File: config.mk
export PLATFORM = sky130hd
export DESIGN_NAME = i2c_master_bit_sequencer
export DESIGN_NICKNAME = d
export VERILOG_FILES = /design/src/hdl/i2cms_pkg.sv /design/src/hdl/i2c_master_bit_sequencer.sv
export SDC_FILE = /design/constraint.sdc
export NUM_CORES = 1
export LEC_CHECK = 0
export ABC_CLOCK_PERIOD_IN_PS = 7350
export CORE_AREA = 2 2 150 79
export CTS_CLUSTER_SIZE = 30
export DETAILED_ROUTE_END_ITERATION = 10
export DIE_AREA = 0 0 152 81
export DONT_BUFFER_PORTS = 1
export GPL_TIMING_DRIVEN = 1
export REMOVE_ABC_BUFFERS = 1
export SKIP_CTS_REPAIR_TIMING = 1
export SYNTH_ARGS = -nofsm -noshare
export SYNTH_HDL_FRONTEND = slang
export SYNTH_SLANG_ARGS = --single-unit
File: constraint.sdc
create_clock -name clk -period 7.35 [get_ports clk]
set_clock_uncertainty 0.1 [all_clocks]
set_input_delay 1.47 -clock clk [delete_from_list [all_inputs] [get_ports clk]]
set_output_delay 1.47 -clock clk [all_outputs]
set_load 0.01 [all_outputs]
File: src/hdl/i2cms_pkg.sv
package i2cms_pkg;

	localparam int unsigned DATA_BITS = 8;
	localparam int unsigned ADDR_BITS = 7;

	localparam logic [3:0] OP_RELEASE = 4'd0;
	localparam logic [3:0] OP_START   = 4'd1;
	localparam logic [3:0] OP_RESTART = 4'd2;
	localparam logic [3:0] OP_STOP    = 4'd3;
	localparam logic [3:0] OP_ACK     = 4'd4;
	localparam logic [3:0] OP_NAK     = 4'd5;
	localparam logic [3:0] OP_SEND    = 4'd6;
	localparam logic [3:0] OP_READ    = 4'd7;
	localparam logic [3:0] OP_ADDR    = 4'd8;

	localparam logic [3:0] ST_IDLE    = 4'd0;
	localparam logic [3:0] ST_RELEASE = 4'd1;
	localparam logic [3:0] ST_START   = 4'd2;
	localparam logic [3:0] ST_RESTART = 4'd3;
	localparam logic [3:0] ST_STOP    = 4'd4;
	localparam logic [3:0] ST_ACK     = 4'd5;
	localparam logic [3:0] ST_NAK     = 4'd6;
	localparam logic [3:0] ST_SEND    = 4'd7;
	localparam logic [3:0] ST_READ    = 4'd8;

	localparam logic [1:0] LV_LO   = 2'd0;
	localparam logic [1:0] LV_HI   = 2'd1;
	localparam logic [1:0] LV_KEEP = 2'd2;

	typedef struct packed {
		logic [1:0] scl;
		logic [1:0] sda;
	} line_step_t;

	function automatic line_step_t mk(input logic [1:0] scl, input logic [1:0] sda);
		line_step_t r;
		r.scl = scl;
		r.sda = sda;
		return r;
	endfunction

	// Line drive for one phase of the short bus conditions.
	function automatic line_step_t short_step(input logic [3:0] st, input logic [1:0] ph);
		line_step_t r;
		r = mk(LV_KEEP, LV_KEEP);
		unique case (st)
			ST_RELEASE, ST_START, ST_RESTART: begin
				unique case (ph)
					2'd0: r = mk(LV_KEEP, (st == ST_START) ? LV_LO : LV_HI);
					2'd1: r = mk((st == ST_START) ? LV_LO : LV_HI, LV_KEEP);
					2'd2: r = mk(LV_KEEP, LV_LO);
					default: r = mk(LV_LO, LV_KEEP);
				endcase
			end
			ST_STOP: begin
				unique case (ph)
					2'd0: r = mk(LV_LO, LV_KEEP);
					2'd1: r = mk(LV_KEEP, LV_LO);
					2'd2: r = mk(LV_HI, LV_KEEP);
					default: r = mk(LV_KEEP, LV_HI);
				endcase
			end
			ST_ACK, ST_NAK: begin
				unique case (ph)
					2'd0: r = mk(LV_KEEP, (st == ST_ACK) ? LV_LO : LV_HI);
					2'd1: r = mk(LV_HI, LV_KEEP);
					2'd2: r = mk(LV_LO, LV_KEEP);
					default: r = mk(LV_KEEP, LV_HI);
				endcase
			end
			default: r = mk(LV_KEEP, LV_KEEP);
		endcase
		return r;
	endfunction

endpackage

File: src/hdl/i2c_master_bit_sequencer.sv
// Channel   Handshake                 Payload
// input     in_valid / in_ready       cmd_valid, operation, write_byte, sda_in
// result    out_valid / out_ready     scl_out, sda_out, busy_res, done_res,
//                                     read_data, ack_received, cmd_rejected
// config    cfg_wr_en                 cfg_wr_data (slave address)
//
// One item is taken every cycle unless a result waits on out_ready; its result
// is registered first in the input register and then in the result register.
// The sequencer state is updated once per item as it passes from the input
// register to the result register.
// Reset is asynchronous: both lines released, idle, slave address zero.
// While out_valid is high and out_ready is low the result holds, the input
// register fills and then in_ready drops.
module i2c_master_bit_sequencer (
	input  logic                                clk,
	input  logic                                arst_n,
	input  logic                                in_valid,
	output logic                                in_ready,
	input  logic                                cmd_valid,
	input  logic [3:0]                          operation,
	input  logic [i2cms_pkg::DATA_BITS-1:0]     write_byte,
	input  logic                                sda_in,
	output logic                                out_valid,
	input  logic                                out_ready,
	output logic                                scl_out,
	output logic                                sda_out,
	output logic                                busy_res,
	output logic                                done_res,
	output logic [i2cms_pkg::DATA_BITS-1:0]     read_data,
	output logic                                ack_received,
	output logic                                cmd_rejected,
	input  logic                                cfg_wr_en,
	input  logic [i2cms_pkg::ADDR_BITS-1:0]     cfg_wr_data
);
	import i2cms_pkg::*;

	logic                 valid_s1;
	logic                 cmd_valid_s1;
	logic [3:0]           op_s1;
	logic [DATA_BITS-1:0] wbyte_s1;
	logic                 sda_in_s1;

	logic [ADDR_BITS-1:0] addr_q;
	logic [3:0]           state_q;
	logic [2:0]           phase_q;
	logic [3:0]           bit_q;
	logic [DATA_BITS-1:0] shift_q;
	logic                 scl_q;
	logic                 sda_q;
	logic                 ack_q;
	logic [DATA_BITS-1:0] rbyte_q;
	logic                 out_valid_q;

	logic                 out_free;
	logic                 adv;

	logic [3:0]           st_n;
	logic [2:0]           ph_n;
	logic [3:0]           bc_n;
	logic [DATA_BITS-1:0] sd_n;
	logic                 scl_n;
	logic                 sda_n;
	logic                 ack_n;
	logic [DATA_BITS-1:0] rb_n;
	logic                 rej_n;
	logic                 done_n;
	logic                 fin;
	line_step_t           step;

	assign out_free  = !out_valid_q || out_ready;
	assign adv       = valid_s1 && out_free;
	assign in_ready  = !valid_s1 || out_free;
	assign out_valid = out_valid_q;

	always_comb begin
		st_n   = state_q;
		ph_n   = phase_q;
		bc_n   = bit_q;
		sd_n   = shift_q;
		scl_n  = scl_q;
		sda_n  = sda_q;
		ack_n  = ack_q;
		rb_n   = rbyte_q;
		rej_n  = 1'b0;
		done_n = 1'b0;
		fin    = 1'b0;
		step   = short_step(ST_IDLE, 2'd0);

		if (cmd_valid_s1) begin
			if (state_q != ST_IDLE) begin
				rej_n = 1'b1;
			end else if (op_s1 <= OP_ADDR) begin
				ph_n = 3'd0;
				bc_n = 4'd0;
				priority if (op_s1 <= OP_NAK) begin
					st_n = op_s1 + 4'd1;
				end else if (op_s1 == OP_SEND) begin
					st_n = ST_SEND;
					sd_n = wbyte_s1;
				end else if (op_s1 == OP_READ) begin
					st_n = ST_READ;
					sd_n = '0;
				end else begin
					st_n = ST_SEND;
					sd_n = {addr_q, 1'b0};
				end
			end
		end

		if (st_n != ST_IDLE) begin
			unique case (st_n)
				ST_RELEASE, ST_START, ST_RESTART, ST_STOP, ST_ACK, ST_NAK: begin
					step = short_step(st_n, ph_n[1:0]);
					if (step.scl != LV_KEEP) scl_n = step.scl[0];
					if (step.sda != LV_KEEP) sda_n = step.sda[0];
					ph_n = ph_n + 3'd1;
					fin  = (st_n == ST_RELEASE || st_n == ST_START) ? (ph_n >= 3'd2)
					                                                : (ph_n >= 3'd4);
				end
				ST_SEND: begin
					if (bc_n <= 4'(DATA_BITS)) begin
						if (ph_n == 3'd0) begin
							scl_n = 1'b0;
							sda_n = (bc_n == 4'(DATA_BITS)) ? 1'b1 : sd_n[DATA_BITS-1];
							ph_n  = 3'd1;
						end else begin
							scl_n = 1'b1;
							if (bc_n == 4'(DATA_BITS)) begin
								ack_n = sda_in_s1;
							end else begin
								sd_n = {sd_n[DATA_BITS-2:0], 1'b0};
							end
							ph_n = 3'd0;
							bc_n = bc_n + 4'd1;
						end
					end else begin
						scl_n = 1'b0;
						fin   = 1'b1;
					end
				end
				ST_READ: begin
					if (bc_n < 4'(DATA_BITS)) begin
						if (ph_n == 3'd0) begin
							scl_n = 1'b0;
							sda_n = 1'b1;
							ph_n  = 3'd1;
						end else begin
							scl_n = 1'b1;
							sd_n  = {sd_n[DATA_BITS-2:0], sda_in_s1};
							ph_n  = 3'd0;
							bc_n  = bc_n + 4'd1;
						end
					end else begin
						scl_n = 1'b0;
						rb_n  = sd_n;
						fin   = 1'b1;
					end
				end
				default: fin = 1'b1;
			endcase
			if (fin) begin
				st_n   = ST_IDLE;
				ph_n   = 3'd0;
				bc_n   = 4'd0;
				done_n = 1'b1;
			end
		end
	end

	always_ff @(posedge clk or negedge arst_n) begin
		if (!arst_n) begin
			valid_s1 <= 1'b0;
		end else if (in_valid && in_ready) begin
			valid_s1 <= 1'b1;
		end else if (adv) begin
			valid_s1 <= 1'b0;
		end
	end

	always_ff @(posedge clk) begin
		if (in_valid && in_ready) begin
			cmd_valid_s1 <= cmd_valid;
			op_s1        <= operation;
			wbyte_s1     <= write_byte;
			sda_in_s1    <= sda_in;
		end
	end

	always_ff @(posedge clk or negedge arst_n) begin
		if (!arst_n) begin
			addr_q  <= '0;
		end else if (cfg_wr_en) begin
			addr_q  <= cfg_wr_data;
		end
	end

	always_ff @(posedge clk or negedge arst_n) begin
		if (!arst_n) begin
			state_q <= ST_IDLE;
			phase_q <= '0;
			bit_q   <= '0;
			shift_q <= '0;
			scl_q   <= 1'b1;
			sda_q   <= 1'b1;
			ack_q   <= 1'b1;
			rbyte_q <= '0;
		end else if (adv) begin
			state_q <= st_n;
			phase_q <= ph_n;
			bit_q   <= bc_n;
			shift_q <= sd_n;
			scl_q   <= scl_n;
			sda_q   <= sda_n;
			ack_q   <= ack_n;
			rbyte_q <= rb_n;
		end
	end

	always_ff @(posedge clk or negedge arst_n) begin
		if (!arst_n) begin
			out_valid_q <= 1'b0;
		end else if (adv) begin
			out_valid_q <= 1'b1;
		end else if (out_ready) begin
			out_valid_q <= 1'b0;
		end
	end

	always_ff @(posedge clk) begin
		if (adv) begin
			scl_out      <= scl_n;
			sda_out      <= sda_n;
			busy_res     <= (st_n != ST_IDLE);
			done_res     <= done_n;
			read_data    <= rb_n;
			ack_received <= ack_n;
			cmd_rejected <= rej_n;
		end
	end

	a_done_not_busy: assert property (@(posedge clk) disable iff (!arst_n)
		out_valid |-> !(done_res && busy_res))
		else $error("result reports done and busy together");

	a_reject_when_busy: assert property (@(posedge clk) disable iff (!arst_n)
		adv && cmd_valid_s1 && state_q != ST_IDLE |=> out_valid && cmd_rejected)
		else $error("command during a sequence was not rejected");

	a_bit_range: assert property (@(posedge clk) disable iff (!arst_n)
		bit_q <= 4'(DATA_BITS + 1))
		else $error("bit counter out of range");

	a_idle_counters: assert property (@(posedge clk) disable iff (!arst_n)
		state_q == ST_IDLE |-> phase_q == 3'd0 && bit_q == 4'd0)
		else $error("counters not cleared while idle");

endmodule
==> results.cfg <==
[placed_design]
port_buffers = 0
gp_congestion = 0.8974
dp_worst_setup_slack_ns = 3.412
dp_hpwl_um = 7003

[setup_path]
crit_chain = inv_1 > ha_1 > nor2b_1 > o211ai_2 > buf_4 > and2_1 > inv_1 > ha_1 > a21boi_0 > a21oi_1 > a21bo_1 > nand2_4 > a221o_1 > mux2_2
required_ns = 7.50
slowest_delay_ns = 0.47
end_kind = flip-flop
r2r-end = scl_q
cp_num_buf_inv = 3
reg2reg_depth = 14
crit_family = compound AO/OA/AOI/OAI gates
critical_path_class = reg2reg
crit_slowest_cell = a21bo_1
reg2reg_from = op_s1[0]
reg2reg_slack_ns = 3.33
critPathMaxFanout = 17
crit_arrival_ns = 4.18
start_kind = flip-flop

[drt]
routed_wl_um = 9426
drt_iter0_markers = 286
viasPerCell = 5.454
detail-route-antenna-nets = 0
drc_errors = 0
drtPass1Iterations = 5
vias = 2885
wl_per_cell_um = 17.82

[die]
dieArea_mm2 = 0.01231
die_x_um = 152
die_y_um = 81
rows = 28
ios = 42
core_area_mm2 = 0.01125
start_util = 0.3347

[yosys]
synth_seq_cells = 67
yosysWarnings = 0
netlist_area_mm2 = 0.003764
yosysTopAreaCell = dfrtp_1
synth-simple-area-share = 0.1792
synth-edff-count = 28
synthArstFlopShare = 0.5821
yosysUniqueCellTypes = 72
ys_seq_area_frac = 0.4837
synth_compound_area_frac = 0.1985
synth_ff_type = dfrtp_1
muxShareOfSynthArea = 0.05652
synth_xor_area_frac = 0.006981
synth_area_leaders = dfrtp_1, edfxtp_1, nand2_1, mux2_2, ha_1
synth_fa_ha_area_frac = 0.03657
syn_avg_cell_area_um2 = 9.983
synth_top_area_frac = 0.2394
synth_top_family_by_area = compound AO/OA/AOI/OAI gates
syn_inst = 377

[clocking]
cts_tree = done
clock-sinks = 67
insertion_delay_ns = 0.33
clk_pin_slew_ns = 0.06
htreeDepth = 3
cts_root_buf = clkbuf_16
cts_buffer_depth = 2
numCtsBuffers = 9

[pwr]
total_power_w = 0.001714
powerDensity_mw_per_mm2 = 411.5
p_leak_nw = 1.690
ir_worst_vdd_v = 0.0001576

[global_routing]
antenna_found_initial = 0
grt_max_degree = 40
grt_pass1_vias = 2692
grt_pass1_wl_um = 15420
track_usage = 0.1653
grt_remaining_overflow = 0

[final_layout]
fillerInstances = 1097
n_antenna_cell = 0
final_cell_mix = nand2_1, dfrtp_1, nor2_1, edfxtp_1, a21oi_1
drive_above_1_share = 0.1398
fin_nets = 411
final_common_cell = nand2_1
area_delta_synth_final_pct = 10.67

[timing]
fin_ws_ns = 3.325
setup_viol = 0
rsz0062_at_grt = false
maxSlewViolCount = 0
slew_headroom = 0.5596
setup_tns_ns = 0
fmax_ghz = 0.2485
hold_violations = 0
post-route-min-period_ns = 4.025
worst_slew_pin_slew_ns = 0.6596
fin_crit_sh = 0.5476

[run_status]
status = completed

[worst_hold_path]
min_delay_path_depth = 2
hold_end = rbyte_q[7]
hold_start = rbyte_q[7]
hold_class = reg2reg

[run]
cap_violations = 0
## synthesized netlist by cell type (7+ instances only)
cell type	n
nand2_1	66
dfrtp_1	36
nor2_1	31
edfxtp_1	28
a21oi_1	24
o21ai_0	21
mux2_2	17
inv_1	12
ha_1	11
clkbuf_1	10
a22oi_1	7
o21ai_1	7
## report_power, final
group	internal, W	total [W]	switching [W]	leakage, nW
Combinational	0.000254	0.000729	0.000475	0.793
Sequential	0.000503	0.000590	0.0000866	0.764
Clock	0.000236	0.000395	0.000160	0.133
Total	0.000993	0.00171	0.000721	1.69
## cell families after synthesis
group                      Yosys count
adders and majority gates           11
DFF                                 67
buffers and inverters               32
xor gates and xnor gates             3
muxes                               19
and+or+nand+nor                    138
AOI/OAI and AO/OA                  107
## flip-flops by register name, summed over array words and instances (netlist names), 3 cells and up
| signal | count |
|---|---|
| state_q | 4 |
| read_data | 8 |
| rbyte_q | 8 |
| addr_q | 7 |
| op_s1 | 4 |
| wbyte_s1 | 8 |
| phase_q | 3 |
| shift_q | 8 |
| bit_q | 4 |
## how the worst max path moves through the flow
stage                  start  endpoint  slack (ns)  depth (start not counted)
floorplan           op_s1[0]     scl_q        3.87                         13
global placement    op_s1[0]     scl_q        3.59                         14
detailed placement  op_s1[0]     scl_q        3.41                         14
CTS                 op_s1[0]     scl_q        3.38                         14
global route        op_s1[0]     scl_q        3.01                         14
finish              op_s1[0]     scl_q        3.33                         14
## worst reg2reg max path, cell delays in order, from the launching register on
cell and delay (ns):
edfxtp_1 0.44, inv_1 0.12, ha_1 0.23, nor2b_1 0.28, o211ai_2 0.10, buf_4 0.22, and2_1 0.27, inv_1 0.20
ha_1 0.34, a21boi_0 0.42, a21oi_1 0.09, a21bo_1 0.47, nand2_4 0.12, a221o_1 0.30, mux2_2 0.27
## through the flow
step	hold slack, ns	utilization	instance area [µm²]	cells
2_1_floorplan	0.3402	-	3667	358
3_3_place_gp	0.3571	0.3461	3892	513
3_5_place_dp	0.3617	0.3461	3892	513
4_1_cts	0.3752	0.3704	4165	529
5_1_grt	0.3935	0.3704	4165	529
6_report	0.3746	0.3704	4165	529
## layer usage
layer / routed length, µm / up-vias / track usage
met5: 0 / - / 0
met4: 70 / 0 / 0.03645
met3: 829 / 8 / 0.05603
met2: 3354 / 122 / 0.2000
met1: 5171 / 1392 / 0.2675
li1: - / 1363 / -
## area by class of cell
class | instances | area, µm² | share of cell area
sequential | 67 | 1821 | 0.4371
multi-input combinational | 278 | 1798 | 0.4317
clock buffer | 11 | 242.7 | 0.05828
tap | 150 | 187.7 | 0.04506
inverter | 13 | 48.80 | 0.01172
timing repair buffer | 5 | 37.54 | 0.009012
clock inverter | 5 | 30.03 | 0.007209
Note: power is estimated with default switching activity, not from simulation.
